**config.mk**
```make
export PLATFORM = sky130hd
export DESIGN_NAME = json_like_tokenizer_top_flat
export DESIGN_NICKNAME = d
export VERILOG_FILES = /design/src/hdl/jlt_pkg.sv /design/src/hdl/jlt_char_if.sv /design/src/hdl/jlt_token_if.sv /design/src/hdl/json_like_tokenizer_top.sv /design/src/flat_wrapper.sv
export SDC_FILE = /design/constraint.sdc
export NUM_CORES = 2
export LEC_CHECK = 0
export BUFFER_PORTS_ARGS = -buffer_cell sky130_fd_sc_hd__buf_2
export CORE_MARGIN = 4
export CORE_UTILIZATION = 40
export CTS_BUF_LIST = sky130_fd_sc_hd__clkbuf_16
export CTS_CLUSTER_DIAMETER = 50
export DETAILED_ROUTE_END_ITERATION = 6
export GPL_TIMING_DRIVEN = 0
export PLACE_DENSITY = 0.67
export SLEW_MARGIN = 15
export SYNTH_ARGS = -nofsm -noshare
export SYNTH_HDL_FRONTEND = slang
export SYNTH_SLANG_ARGS = --single-unit
```
**constraint.sdc**
```tcl
create_clock -name clk -period 7.6 [get_ports clk]
set_input_delay 0.38 -clock clk [delete_from_list [all_inputs] [get_ports clk]]
set_output_delay 0.38 -clock clk [all_outputs]
set_load 0.05 [all_outputs]
```
**src/hdl/jlt_pkg.sv**
```systemverilog
// ============================================================================
// jlt_pkg
// Shared types, character codes and helpers of the JSON-like tokenizer.
// ============================================================================
package jlt_pkg;

    localparam int POS_BITS_DEF = 32;
    localparam int LEN_BITS_DEF = 16;
    localparam int QDEPTH       = 4;
    localparam int QPTR_BITS    = $clog2(QDEPTH);

    localparam logic [7:0] CH_END     = 8'h00;
    localparam logic [7:0] CH_LF      = 8'h0A;
    localparam logic [7:0] CH_SPACE   = 8'h20;
    localparam logic [7:0] CH_TAB     = 8'h09;
    localparam logic [7:0] CH_CR      = 8'h0D;
    localparam logic [7:0] CH_LBRACE  = 8'h7B;
    localparam logic [7:0] CH_RBRACE  = 8'h7D;
    localparam logic [7:0] CH_LBRACK  = 8'h5B;
    localparam logic [7:0] CH_RBRACK  = 8'h5D;
    localparam logic [7:0] CH_COMMA   = 8'h2C;
    localparam logic [7:0] CH_COLON   = 8'h3A;
    localparam logic [7:0] CH_HASH    = 8'h23;
    localparam logic [7:0] CH_QUOTE   = 8'h22;
    localparam logic [7:0] CH_MINUS   = 8'h2D;
    localparam logic [7:0] CH_DOT     = 8'h2E;
    localparam logic [7:0] CH_T       = 8'h74;
    localparam logic [7:0] CH_F       = 8'h66;
    localparam logic [7:0] CH_ZERO    = 8'h30;
    localparam logic [7:0] CH_NINE    = 8'h39;

    localparam logic [63:0] POS_LIMIT  = 64'h7FFF_FFFF_FFFF_FFFF;
    localparam logic [63:0] NEG_LIMIT  = 64'h8000_0000_0000_0000;
    localparam logic [63:0] ACC_THRESH = 64'd922337203685477580;
    localparam logic [3:0]  POS_LAST_D = 4'd7;
    localparam logic [3:0]  NEG_LAST_D = 4'd8;

    typedef enum logic [2:0] {
        MODE_IDLE  = 3'd0,
        MODE_BOOL  = 3'd1,
        MODE_STR   = 3'd2,
        MODE_MINUS = 3'd3,
        MODE_INT   = 3'd4,
        MODE_FRAC  = 3'd5,
        MODE_IDENT = 3'd6
    } mode_t;

    typedef enum logic [3:0] {
        KIND_END     = 4'd0,
        KIND_LBRACE  = 4'd1,
        KIND_RBRACE  = 4'd2,
        KIND_LBRACK  = 4'd3,
        KIND_RBRACK  = 4'd4,
        KIND_COMMA   = 4'd5,
        KIND_COLON   = 4'd6,
        KIND_TRUE    = 4'd7,
        KIND_FALSE   = 4'd8,
        KIND_STRING  = 4'd9,
        KIND_INT     = 4'd10,
        KIND_DECIMAL = 4'd11,
        KIND_IDENT   = 4'd12
    } kind_t;

    typedef enum logic [2:0] {
        ST_OK         = 3'd0,
        ST_BOOL_END   = 3'd1,
        ST_BOOL_BAD   = 3'd2,
        ST_STR_END    = 3'd3,
        ST_LONE_MINUS = 3'd4
    } status_t;

    typedef struct packed {
        logic [3:0]  kind;
        logic [2:0]  status;
        logic [31:0] start_offset;
        logic [31:0] start_line;
        logic [15:0] start_col;
        logic [15:0] length;
        logic [63:0] value;
        logic [7:0]  frac_digits;
        logic        last;
    } tok_t;

    function automatic logic is_ws(input logic [7:0] c);
        return (c == CH_SPACE) || ((c >= CH_TAB) && (c <= CH_CR));
    endfunction

    function automatic logic is_digit(input logic [7:0] c);
        return (c >= CH_ZERO) && (c <= CH_NINE);
    endfunction

    // magnitude * 10 + d, clamped at the signed limit
    function automatic logic [63:0] acc_digit(input logic [63:0] acc, input logic neg,
                                              input logic [3:0] d);
        logic        over;
        logic [63:0] lim;
        lim  = neg ? NEG_LIMIT : POS_LIMIT;
        over = (acc > ACC_THRESH) ||
               ((acc == ACC_THRESH) && (d > (neg ? NEG_LAST_D : POS_LAST_D)));
        return over ? lim : ((acc << 3) + (acc << 1) + {60'd0, d});
    endfunction

endpackage

```
**src/hdl/jlt_char_if.sv**
```systemverilog
// ============================================================================
// jlt_char_if
// Character channel: one byte per transaction, zero marks end of input.
// ============================================================================
interface jlt_char_if;
    logic       valid;
    logic       ready;
    logic [7:0] ch;

    modport source (output valid, output ch, input ready);
    modport sink   (input valid, input ch, output ready);
endinterface

```
**src/hdl/jlt_token_if.sv**
```systemverilog
// ============================================================================
// jlt_token_if
// Token channel: one token with its position and value per transaction.
// ============================================================================
interface jlt_token_if;
    logic        valid;
    logic        ready;
    logic [3:0]  kind;
    logic [2:0]  status;
    logic [31:0] start_offset;
    logic [31:0] start_line;
    logic [15:0] start_col;
    logic [15:0] length;
    logic signed [63:0] value;
    logic [7:0]  frac_digits;
    logic        last;

    modport source (output valid, output kind, output status, output start_offset,
                    output start_line, output start_col, output length, output value,
                    output frac_digits, output last, input ready);
    modport sink   (input valid, input kind, input status, input start_offset,
                    input start_line, input start_col, input length, input value,
                    input frac_digits, input last, output ready);
endinterface

```
**src/hdl/json_like_tokenizer_top.sv**
```systemverilog
// ============================================================================
// json_like_tokenizer_top
// Streaming tokenizer for JSON-like text, one character per cycle unless stalled.
//
//   channel  | modport | payload                                   | role
//   ---------+---------+-------------------------------------------+-----------
//   chars    | sink    | ch                                        | text in
//   tokens   | source  | kind status start_* length value frac last | tokens out
//
// A character is taken in every cycle with queue room; its state update is one pass of
// logic into the state registers and a four-entry token queue.
// A character gives zero, one or two tokens; the queue drains one per cycle while
// the sink is ready, so input stalls only while fewer than two queue entries are free.
// Reset: mode idle, position and column 0, line 1, queue empty.
// ============================================================================
module json_like_tokenizer_top
    import jlt_pkg::*;
#(
    parameter int POS_BITS = POS_BITS_DEF,
    parameter int LEN_BITS = LEN_BITS_DEF
)
(
    input  logic          clk,
    input  logic          rst_n,
    jlt_char_if.sink      chars,
    jlt_token_if.source   tokens
);

    localparam int LEN_W = (LEN_BITS >= 16) ? 16 : LEN_BITS;

    mode_t                mode_reg,      mode_next;
    logic [POS_BITS-1:0]  position_reg,  position_next;
    logic [POS_BITS-1:0]  line_reg,      line_next;
    logic [15:0]          column_reg,    column_next;
    logic [POS_BITS-1:0]  tok_start_reg, tok_start_next;
    logic [POS_BITS-1:0]  tok_line_reg,  tok_line_next;
    logic [15:0]          tok_col_reg,   tok_col_next;
    logic [LEN_W-1:0]     tok_len_reg,   tok_len_next;
    logic [63:0]          acc_reg,       acc_next;
    logic                 neg_reg,       neg_next;
    logic [7:0]           frac_reg,      frac_next;

    tok_t                 fifo_reg [QDEPTH];
    logic [QPTR_BITS-1:0] wr_ptr_reg, rd_ptr_reg;
    logic [QPTR_BITS:0]   count_reg;

    logic                 accept;
    logic                 pop;
    logic [7:0]           ch;
    logic                 ch_ws;
    logic                 ch_digit;
    logic [63:0]          acc_step;
    logic [LEN_W-1:0]     len_sat;
    logic [63:0]          signed_val;
    logic                 done;
    logic                 have_a, have_b;
    tok_t                 res_a, res_b;
    tok_t                 slot0, slot1;
    logic [1:0]           nres;

    assign ch         = chars.ch;
    assign accept     = chars.valid && chars.ready;
    assign pop        = tokens.valid && tokens.ready;
    assign chars.ready = (count_reg <= (QPTR_BITS+1)'(QDEPTH - 2));
    assign ch_ws      = is_ws(ch);
    assign ch_digit   = is_digit(ch);
    assign acc_step   = acc_digit(acc_reg, neg_reg, ch[3:0]);
    assign len_sat    = (tok_len_reg == '1) ? tok_len_reg : tok_len_reg + 1'b1;
    assign signed_val = neg_reg ? (64'd0 - acc_reg) : acc_reg;

    always_comb
    begin
        mode_next      = mode_reg;
        tok_start_next = tok_start_reg;
        tok_line_next  = tok_line_reg;
        tok_col_next   = tok_col_reg;
        tok_len_next   = tok_len_reg;
        acc_next       = acc_reg;
        neg_next       = neg_reg;
        frac_next      = frac_reg;
        done           = 1'b1;
        have_a         = 1'b0;
        have_b         = 1'b0;

        res_a              = '0;
        res_a.start_offset = 32'(tok_start_reg);
        res_a.start_line   = 32'(tok_line_reg);
        res_a.start_col    = tok_col_reg;
        res_a.length       = 16'(tok_len_reg);

        res_b              = '0;
        res_b.start_offset = 32'(position_reg);
        res_b.start_line   = 32'(line_reg);
        res_b.start_col    = column_reg;
        res_b.length       = 16'd1;

        unique case (mode_reg)
            MODE_BOOL:
            begin
                have_a       = 1'b1;
                res_a.length = 16'd2;
                mode_next    = MODE_IDLE;
                if (ch == CH_END)
                begin
                    res_a.kind   = KIND_TRUE;
                    res_a.status = ST_BOOL_END;
                    res_a.length = 16'd1;
                    done         = 1'b0;
                end
                else if (ch == CH_T)
                begin
                    res_a.kind = KIND_TRUE;
                end
                else if (ch == CH_F)
                begin
                    res_a.kind = KIND_FALSE;
                end
                else
                begin
                    res_a.kind   = KIND_TRUE;
                    res_a.status = ST_BOOL_BAD;
                end
            end
            MODE_STR:
            begin
                res_a.kind = KIND_STRING;
                if (ch == CH_QUOTE)
                begin
                    have_a    = 1'b1;
                    mode_next = MODE_IDLE;
                end
                else if (ch == CH_END)
                begin
                    have_a       = 1'b1;
                    res_a.status = ST_STR_END;
                    done         = 1'b0;
                end
                else
                begin
                    tok_len_next = len_sat;
                end
            end
            MODE_MINUS:
            begin
                if (ch_digit)
                begin
                    acc_next     = acc_step;
                    tok_len_next = len_sat;
                    mode_next    = MODE_INT;
                end
                else
                begin
                    have_a       = 1'b1;
                    res_a.kind   = KIND_INT;
                    res_a.status = ST_LONE_MINUS;
                    res_a.length = 16'd1;
                    done         = 1'b0;
                end
            end
            MODE_INT:
            begin
                if (ch_digit)
                begin
                    acc_next     = acc_step;
                    tok_len_next = len_sat;
                end
                else if (ch == CH_DOT)
                begin
                    tok_len_next = len_sat;
                    mode_next    = MODE_FRAC;
                end
                else
                begin
                    have_a      = 1'b1;
                    res_a.kind  = KIND_INT;
                    res_a.value = signed_val;
                    done        = 1'b0;
                end
            end
            MODE_FRAC:
            begin
                if (ch_digit)
                begin
                    acc_next     = acc_step;
                    tok_len_next = len_sat;
                    frac_next    = (frac_reg == 8'hFF) ? frac_reg : frac_reg + 8'd1;
                end
                else
                begin
                    have_a            = 1'b1;
                    res_a.kind        = KIND_DECIMAL;
                    res_a.value       = signed_val;
                    res_a.frac_digits = frac_reg;
                    done              = 1'b0;
                end
            end
            MODE_IDENT:
            begin
                if ((ch == CH_COLON) || (ch == CH_END) || ch_ws)
                begin
                    have_a     = 1'b1;
                    res_a.kind = KIND_IDENT;
                    done       = 1'b0;
                end
                else
                begin
                    tok_len_next = len_sat;
                end
            end
            default:
            begin
                done = 1'b0;
            end
        endcase

        if (!done)
        begin
            mode_next = MODE_IDLE;
            if (!ch_ws)
            begin
                tok_start_next = position_reg;
                tok_line_next  = line_reg;
                tok_col_next   = column_reg;
                tok_len_next   = LEN_W'(1);
                acc_next       = '0;
                neg_next       = 1'b0;
                frac_next      = '0;
                unique case (ch)
                    CH_END:
                    begin
                        tok_len_next = '0;
                        have_b       = 1'b1;
                        res_b.kind   = KIND_END;
                        res_b.length = 16'd0;
                    end
                    CH_LBRACE:
                    begin
                        have_b     = 1'b1;
                        res_b.kind = KIND_LBRACE;
                    end
                    CH_RBRACE:
                    begin
                        have_b     = 1'b1;
                        res_b.kind = KIND_RBRACE;
                    end
                    CH_LBRACK:
                    begin
                        have_b     = 1'b1;
                        res_b.kind = KIND_LBRACK;
                    end
                    CH_RBRACK:
                    begin
                        have_b     = 1'b1;
                        res_b.kind = KIND_RBRACK;
                    end
                    CH_COMMA:
                    begin
                        have_b     = 1'b1;
                        res_b.kind = KIND_COMMA;
                    end
                    CH_COLON:
                    begin
                        have_b     = 1'b1;
                        res_b.kind = KIND_COLON;
                    end
                    CH_HASH:
                    begin
                        mode_next = MODE_BOOL;
                    end
                    CH_QUOTE:
                    begin
                        tok_len_next = '0;
                        mode_next    = MODE_STR;
                    end
                    CH_MINUS:
                    begin
                        neg_next  = 1'b1;
                        mode_next = MODE_MINUS;
                    end
                    default:
                    begin
                        if (ch_digit)
                        begin
                            acc_next  = {60'd0, ch[3:0]};
                            mode_next = MODE_INT;
                        end
                        else
                        begin
                            mode_next = MODE_IDENT;
                        end
                    end
                endcase
            end
        end
    end

    always_comb
    begin
        nres       = {1'b0, have_a} + {1'b0, have_b};
        slot0      = have_a ? res_a : res_b;
        slot0.last = (nres == 2'd1);
        slot1      = res_b;
        slot1.last = 1'b1;
    end

    always_comb
    begin
        position_next = position_reg + 1'b1;
        line_next     = line_reg;
        column_next   = column_reg;
        if (ch == CH_LF)
        begin
            line_next   = line_reg + 1'b1;
            column_next = '0;
        end
        else if (column_reg != 16'hFFFF)
        begin
            column_next = column_reg + 16'd1;
        end
    end

    always_ff @(posedge clk or negedge rst_n)
    begin
        if (!rst_n)
        begin
            mode_reg      <= MODE_IDLE;
            position_reg  <= '0;
            line_reg      <= POS_BITS'(1);
            column_reg    <= '0;
            tok_start_reg <= '0;
            tok_line_reg  <= POS_BITS'(1);
            tok_col_reg   <= '0;
            tok_len_reg   <= '0;
            acc_reg       <= '0;
            neg_reg       <= 1'b0;
            frac_reg      <= '0;
        end
        else if (accept)
        begin
            mode_reg      <= mode_next;
            position_reg  <= position_next;
            line_reg      <= line_next;
            column_reg    <= column_next;
            tok_start_reg <= tok_start_next;
            tok_line_reg  <= tok_line_next;
            tok_col_reg   <= tok_col_next;
            tok_len_reg   <= tok_len_next;
            acc_reg       <= acc_next;
            neg_reg       <= neg_next;
            frac_reg      <= frac_next;
        end
    end

    always_ff @(posedge clk)
    begin
        if (accept && (nres != 2'd0))
        begin
            fifo_reg[wr_ptr_reg] <= slot0;
        end
        if (accept && (nres == 2'd2))
        begin
            fifo_reg[wr_ptr_reg + 1'b1] <= slot1;
        end
    end

    always_ff @(posedge clk or negedge rst_n)
    begin
        if (!rst_n)
        begin
            wr_ptr_reg <= '0;
            rd_ptr_reg <= '0;
            count_reg  <= '0;
        end
        else
        begin
            if (accept)
            begin
                wr_ptr_reg <= wr_ptr_reg + QPTR_BITS'(nres);
            end
            if (pop)
            begin
                rd_ptr_reg <= rd_ptr_reg + 1'b1;
            end
            count_reg <= count_reg + (accept ? (QPTR_BITS+1)'(nres) : '0)
                                   - (QPTR_BITS+1)'(pop);
        end
    end

    assign tokens.valid        = (count_reg != '0);
    assign tokens.kind         = fifo_reg[rd_ptr_reg].kind;
    assign tokens.status       = fifo_reg[rd_ptr_reg].status;
    assign tokens.start_offset = fifo_reg[rd_ptr_reg].start_offset;
    assign tokens.start_line   = fifo_reg[rd_ptr_reg].start_line;
    assign tokens.start_col    = fifo_reg[rd_ptr_reg].start_col;
    assign tokens.length       = fifo_reg[rd_ptr_reg].length;
    assign tokens.value        = fifo_reg[rd_ptr_reg].value;
    assign tokens.frac_digits  = fifo_reg[rd_ptr_reg].frac_digits;
    assign tokens.last         = fifo_reg[rd_ptr_reg].last;

    a_queue_bound: assert property (@(posedge clk) disable iff (!rst_n)
        count_reg <= (QPTR_BITS+1)'(QDEPTH))
        else $error("token queue overflow");

    a_end_gives_token: assert property (@(posedge clk) disable iff (!rst_n)
        (accept && (ch == CH_END)) |-> have_b && (res_b.kind == KIND_END))
        else $error("end of input without end token");

    a_end_to_idle: assert property (@(posedge clk) disable iff (!rst_n)
        (accept && (ch == CH_END)) |=> (mode_reg == MODE_IDLE))
        else $error("tokenizer not idle after end of input");

    a_queue_grows: assert property (@(posedge clk) disable iff (!rst_n)
        (accept && (nres == 2'd2) && !pop) |=> (count_reg == $past(count_reg) + 2'd2))
        else $error("two-token transaction not queued");

endmodule
```
**src/flat_wrapper.sv**
```systemverilog
// flat-port wrapper written by rule: the top's interface ports become plain ports
module json_like_tokenizer_top_flat import jlt_pkg::*;
#(
    parameter int POS_BITS = POS_BITS_DEF,
    parameter int LEN_BITS = LEN_BITS_DEF
)
  (clk, rst_n, chars_valid, chars_ch, chars_ready, tokens_valid, tokens_kind, tokens_status, tokens_start_offset, tokens_start_line, tokens_start_col, tokens_length, tokens_value, tokens_frac_digits, tokens_last, tokens_ready);
  jlt_char_if chars_i ();
  jlt_token_if tokens_i ();
  input  logic clk;
  input  logic rst_n;
  input wire logic [$bits(chars_i.valid)-1:0] chars_valid;
  input wire logic [$bits(chars_i.ch)-1:0] chars_ch;
  output wire logic [$bits(chars_i.ready)-1:0] chars_ready;
  output wire logic [$bits(tokens_i.valid)-1:0] tokens_valid;
  output wire logic [$bits(tokens_i.kind)-1:0] tokens_kind;
  output wire logic [$bits(tokens_i.status)-1:0] tokens_status;
  output wire logic [$bits(tokens_i.start_offset)-1:0] tokens_start_offset;
  output wire logic [$bits(tokens_i.start_line)-1:0] tokens_start_line;
  output wire logic [$bits(tokens_i.start_col)-1:0] tokens_start_col;
  output wire logic [$bits(tokens_i.length)-1:0] tokens_length;
  output wire logic [$bits(tokens_i.value)-1:0] tokens_value;
  output wire logic [$bits(tokens_i.frac_digits)-1:0] tokens_frac_digits;
  output wire logic [$bits(tokens_i.last)-1:0] tokens_last;
  input wire logic [$bits(tokens_i.ready)-1:0] tokens_ready;
  assign chars_i.valid = chars_valid;
  assign chars_i.ch = chars_ch;
  assign chars_ready = chars_i.ready;
  assign tokens_valid = tokens_i.valid;
  assign tokens_kind = tokens_i.kind;
  assign tokens_status = tokens_i.status;
  assign tokens_start_offset = tokens_i.start_offset;
  assign tokens_start_line = tokens_i.start_line;
  assign tokens_start_col = tokens_i.start_col;
  assign tokens_length = tokens_i.length;
  assign tokens_value = tokens_i.value;
  assign tokens_frac_digits = tokens_i.frac_digits;
  assign tokens_last = tokens_i.last;
  assign tokens_i.ready = tokens_ready;
  json_like_tokenizer_top #(.POS_BITS(POS_BITS), .LEN_BITS(LEN_BITS)) u_core (.clk(clk), .rst_n(rst_n), .chars(chars_i), .tokens(tokens_i));
endmodule
```
# Yosys cells after proc, flatten, opt, wreduce, memory -nomap -nowiden
# Memory sizes are Yosys's and may differ from the RTL's.
# Index checks and enable logic that the tools add are counted.
# op_classes
n_addsub	14
order_cmp	7
eq_ne	31
mux	89
bitwise	2
reduce_logical	24
# ops
cell	n
64-bit two-way mux	10
16-bit two-way mux	14
176-bit two-way mux	1
64-bit case mux with 2 select lines	1
72-bit two-way mux	1
32-bit by 1-bit adder with 32-bit output (second input constant)	2
64-bit by 4-bit adder with 64-bit output	1
64-bit adder	1
64-bit by 60-bit == test with 1-bit output (second input constant)	1
64-bit by 60-bit > comparator with 1-bit output (second input constant)	1
16-bit case mux with 4 select lines	1
1-bit by 64-bit subtractor with 64-bit output (first input constant)	1
8-bit by 6-bit == test with 1-bit output (second input constant)	7
8-bit by 7-bit == test with 1-bit output (second input constant)	6
8-bit two-way mux	6
4-bit two-way mux	10
16-bit by 1-bit adder with 16-bit output (second input constant)	2
16-bit case mux with 2 select lines	1
3-bit two-way mux	8
3-bit case mux with 4 select lines	2
4-bit case mux with 6 select lines	1
1-bit two-way mux	22
3-bit case mux with 6 select lines	1
16-bit == test (second input constant)	1
40 further kinds	65
# word_totals
ff_bits	259
ramBits	704
inputBits	12
out_inout_bits	178
n_memories	1
# mem_list
memory	words	width	read_ports	rd_clocked_by_memory_dff	wr	line	text
u_core.fifo_reg	4	176	1	0	2	json_like_tokenizer_top.sv:43	tok_t fifo_reg [QDEPTH];

# Depth between registers and ports, before layout
# logic_depth
word_depth	12
ltp_mapped	21
depth_no_buf	14

# Worst setup path after synthesis
# OpenSTA, ideal clock, no wires.
# synth_path
kind	input port to flip-flop
startpoint	input port chars_ch[5]
endpoint	memory u_core.fifo_reg[0][100] in the netlist's numbering, enable pin
arrival_time_ps	5490
required_time_ps	7162
setup_slack_ps	1672
path_stages	17
n_path_buf	6
path_cell_list	clkbuf_1 nand2_1 or4_1 nand2_1 o221ai_1 a21boi_1 clkbuf_1 clkbuf_1 nor2b_1 inv_1 ha_1 clkbuf_1 or4_1 clkbuf_1 and2_1 clkbuf_1 inv_1
# synth_lines
item	line	text
from (decl)	flat_wrapper.sv:13	input wire logic [$bits(chars_i.ch)-1:0] chars_ch;
to (decl)	json_like_tokenizer_top.sv:43	

==> results.txt <==
run status = completed
per-cell routed wire length = 23.47 um
Pwr Density = 300.2 nW/um2
post-synthesis sequential area ratio = 51.02%
number of cells in the design after placement = 5866
Final Skew = 0.06064 ns
number of clock sinks = 963
Nets = 4603
die width = 350.5 um
Worst path max stage delay = 0.57 ns
height of the chip = 350.5 um
flip-flop count of the largest register after layout = 704
GRT Total Usage = 22.70%
synthesized net count = 4295
share of power burned in registers = 36.7%
xor and xnor area share after synthesis = 3.845%
combinational cell fraction of total power = 32.4%
Synth Flop Type = sky130_fd_sc_hd__dfxtp_1
synthesized instance count = 4142
worst hold path depth = 3
cell depth of the worst flop-to-flop path = 16
worst hold slack across all endpoints = 0.06289 ns
count of routing violations after the opening detailed-route iteration = 3675
asr flop ratio synth = 26.90%
DRC viols = 0
reported leakage power = 21.79 nW
type of destination of the critical path = register
final count of negative-setup-slack endpoints = 0
number of stages on the worst setup path = 20
arrival time at the worst endpoint = 6.54 ns
Largest delay share family, worst path = buffers and inverters
Tcrit/Tclk final = 81.35%
overflow left after global routing = 0
detailed-route via count = 36134
final hold violation count = 0
list of cells traversed by the critical path = buf_2, nor3_1, and4_1, clkbuf_1, nor2_1, a21oi_1, o221ai_1, a21boi_1, clkbuf_1, clkbuf_1, nor2b_1, inv_1, ha_1, clkbuf_1, or3_1, clkbuf_1, and2_1, clkbuf_1, inv_6, buf_16
number of H-tree branching levels = 3
clock tree from TritonCTS = yes
required time at the endpoint of the critical path = 7.95 ns
via count of the first global-routing pass = 35565
path category of the worst min-delay check = input pin to register
number of register bits inferred by synthesis = 963
first drt pass iteration count = 6
summed instance area of the synthesized netlist = 46930 um2
RSZ-0062 raised after global routing = no
complex-gate fraction of the synthesized area = 19.34%
Initial Utilization = 40.33%
clock network fraction of design power = 30.9%
Antenna Violating Nets Remaining = 0
mean instance size in the synthesized netlist = 11.33 um2
post-synthesis adder-cell area fraction = 3.808%
insertion delay of the later-clocked pin in the worst-skew pair = 0.70 ns
Post-Layout Cell Count = 6070
sum of internal, switching and leakage power = 0.01605 W
number of I/O port buffers = 189
number of buffers added by the clock tree synthesis step = 105
Synth Area in Simple Gates = 9.727%
dpl cell area = 50050 um2
final worst slack = 1.418 ns
Sw Ratio = 38.45%
max-cap viol count = 0
number of antenna violations at the first check in global routing = 15
area overhead of the layout relative to synthesis = 13.92%
buffers and inverters on the worst path = 10
multiplexer fraction of the synthesized cell area = 8.732%
share of post-route cells with drive strength above 1 = 13.61%
global-route wire length before repair = 215600 um
worst-case headroom to the max-slew limit = 14.78%
start-to-end type of the worst setup path = input pin to register
worst vdd rail ir drop = 0.0001872 V
largest net degree at the start of global routing = 92
CTS Buffer Depth = 3
clock slew at reported path FFs = 0.06 ns
Most Frequent Cell on Critical Path = sky130_fd_sc_hd__clkbuf_1
timing-limited maximum frequency = 161.7 MHz
Synthesis Warnings = 0
Core Box Area = 116400 um2
Final Wtd Congestion = 0.9204
HPWL Detailed = 98830 um
post-cts sizing count = 0
master cell of the clock root buffer = sky130_fd_sc_hd__clkbuf_16
Post-Layout Inst Area = 53460 um2
dominant combinational cell family by area after synthesis = compound AO/OA/AOI/OAI gates
mean number of vias per cell = 5.953
CP Max Fanout = 51
number of enable-type register cells in the synthesized netlist = 336
standard-cell rows = 125
final critical delay including setup and external delays = 6.182 ns
Setup WS pre-CTS = 0.8396 ns
Startpoint Class = input pin
number of max-slew violations in the final report = 0
Pint = 0.009877 W
ports placed on the boundary = 190
post-synthesis cell type count = 85
Tightest Pin Transition = 1.274 ns
detailed-route wire length = 142500 um
power spent charging and discharging nets = 0.006172 W
Die Area = 122900 um2
slowest CP cell = sky130_fd_sc_hd__inv_6
-- logic make-up (layout without fill, tap and decap cells) --
kind of cell               count (synthesis)  after routing
other                                      0              5
AOI/OAI and AO/OA                       1212           1212
xor gates and xnor gates                 206            206
adders and majority gates                141            141
muxes                                    188            188
buffers and inverters                    431            830
DFF                                      963            963
and+or+nand+nor                         1001           1001
-- synth_stat cells (all sizes together) (10+ instances only) --
master  instances  area, um2
a21o           31      232.7
a21oi         150      750.7
a22o          589       5159
a31oi          19      118.9
a32o           38      380.4
and2           17      106.4
and3           37      231.5
buf            94      392.9
clkbuf        294       1104
dfrtp         257       6431
dfxtp         368       7367
edfxtp        336      10090
ha            138       1727
inv            42      157.7
mux2           11      123.9
mux4          176       3964
nand2         501       1883
nand2b         16      100.1
nand3          55      275.3
nand4          54      344.1
nor2          188      705.7
nor2b          17      106.4
nor3           29      145.1
nor4           10      77.57
o21a           10      75.07
o21ai         232       1172
o21bai         11      82.58
o22ai          20      125.1
o31ai          29      231.5
or3            29      196.4
or4            13      97.59
xnor2          95      832.1
xor2          111      972.2
-- what timing repair did --
| item | 4_1_cts | 5_1_grt |
|---|---|---|
| endpoints found under the hold margin | 98 | 0 |
| buffers inserted | 0 | 0 |
| hold buffers | 1 | 0 |
-- metal layers --
layer / vias to the layer above / track usage, % / wire length, um
li1: 16341 / - / -
met1: 17984 / 31.13 / 60330
met2: 1535 / 35.15 / 63860
met3: 268 / 5.500 / 13420
met4: 6 / 8.151 / 4830
met5: - / 0 / 41
-- path summary, 6_finish.rpt --
kind                                             start                  endpoint  slack, ns
worst max-delay path                       chars_ch[4]    u_core.fifo_reg[2][96]       1.42
worst min-delay path                       chars_valid       u_core.count_reg[0]       0.06
worst max register to register      u_core.mode_reg[0]    u_core.fifo_reg[2][96]       1.42
worst min register to register  u_core.fifo_reg[2][70]    u_core.fifo_reg[2][70]       0.45
max in group asynchronous                        rst_n  u_core.tok_start_reg[18]       6.25
min in group asynchronous                        rst_n        u_core.acc_reg[23]       0.11
-- cells in the final DEF (no fill, tap or decap), types with 10 or more instances in the layout --
master / instances
sky130_fd_sc_hd__nand3_1: 55
sky130_fd_sc_hd__o21bai_1: 11
sky130_fd_sc_hd__o22ai_1: 20
sky130_fd_sc_hd__clkbuf_1: 293
sky130_fd_sc_hd__mux4_2: 176
sky130_fd_sc_hd__or3_1: 26
sky130_fd_sc_hd__nor3_1: 26
sky130_fd_sc_hd__edfxtp_1: 336
sky130_fd_sc_hd__ha_1: 138
sky130_fd_sc_hd__clkinv_2: 13
sky130_fd_sc_hd__xnor2_1: 95
sky130_fd_sc_hd__nand2b_1: 16
sky130_fd_sc_hd__o31ai_1: 28
sky130_fd_sc_hd__dfrtp_1: 257
sky130_fd_sc_hd__o21a_1: 10
sky130_fd_sc_hd__inv_1: 64
sky130_fd_sc_hd__nor2_1: 186
sky130_fd_sc_hd__a32o_1: 38
sky130_fd_sc_hd__clkinv_1: 17
sky130_fd_sc_hd__nand2_1: 500
sky130_fd_sc_hd__inv_6: 11
sky130_fd_sc_hd__a31oi_1: 19
sky130_fd_sc_hd__and2_1: 15
sky130_fd_sc_hd__dfxtp_1: 368
sky130_fd_sc_hd__o21ai_0: 225
sky130_fd_sc_hd__a21oi_1: 150
sky130_fd_sc_hd__nor2b_1: 17
sky130_fd_sc_hd__nand4_1: 53
sky130_fd_sc_hd__buf_2: 218
sky130_fd_sc_hd__buf_1: 62
sky130_fd_sc_hd__clkbuf_16: 107
sky130_fd_sc_hd__mux2_2: 11
sky130_fd_sc_hd__and3_1: 37
sky130_fd_sc_hd__a22o_1: 589
sky130_fd_sc_hd__xor2_1: 111
sky130_fd_sc_hd__a21o_1: 31
sky130_fd_sc_hd__or4_1: 13
-- power by group through the flow --
stage	clock [W]	combinational, W	sequential (W)
after floorplan	0	0.00352	0.00592
after global placement	0	0.00506	0.00600
after detailed placement	0	0.00515	0.00598
after CTS	0.00501	0.00517	0.00588
after global routing	0.00524	0.00552	0.00592
final	0.00496	0.00520	0.00589
-- through the flow --
stage | setup TNS [ns] | util (%)
after global placement | -485.39 | 42.78
after global routing | 0 | 45.93
final | 0 | 45.94
after detailed placement | 0 | 43.02
after CTS | 0 | 45.92
after floorplan | 0 | -
-- worst reg2reg max path, cell delays in order (launching register included) --
cell and delay (ns):
sky130_fd_sc_hd__dfrtp_1 0.32, sky130_fd_sc_hd__clkbuf_1 0.35, sky130_fd_sc_hd__o21ai_0 0.27, sky130_fd_sc_hd__a221o_1 0.35
sky130_fd_sc_hd__a21boi_1 0.43, sky130_fd_sc_hd__clkbuf_1 0.51, sky130_fd_sc_hd__clkbuf_1 0.56, sky130_fd_sc_hd__nor2b_1 0.28
sky130_fd_sc_hd__inv_1 0.07, sky130_fd_sc_hd__ha_1 0.19, sky130_fd_sc_hd__clkbuf_1 0.20, sky130_fd_sc_hd__or3_1 0.40
sky130_fd_sc_hd__clkbuf_1 0.18, sky130_fd_sc_hd__and2_1 0.18, sky130_fd_sc_hd__clkbuf_1 0.52, sky130_fd_sc_hd__inv_6 0.57
sky130_fd_sc_hd__buf_16 0.37
-- final cells by class --
cell class | instances | area [um2]
fillers | 10672 | 62900
flip-flops and latches | 963 | 23940
multi-input cells | 2748 | 21360
clock buffers | 107 | 2678
well taps | 1524 | 1907
plain buffers | 388 | 1500
repair buffers | 201 | 1186
clock inverters | 91 | 696.9
inverters | 43 | 181.4
diodes | 5 | 12.51
Note: power is estimated with default switching activity, not from simulation.
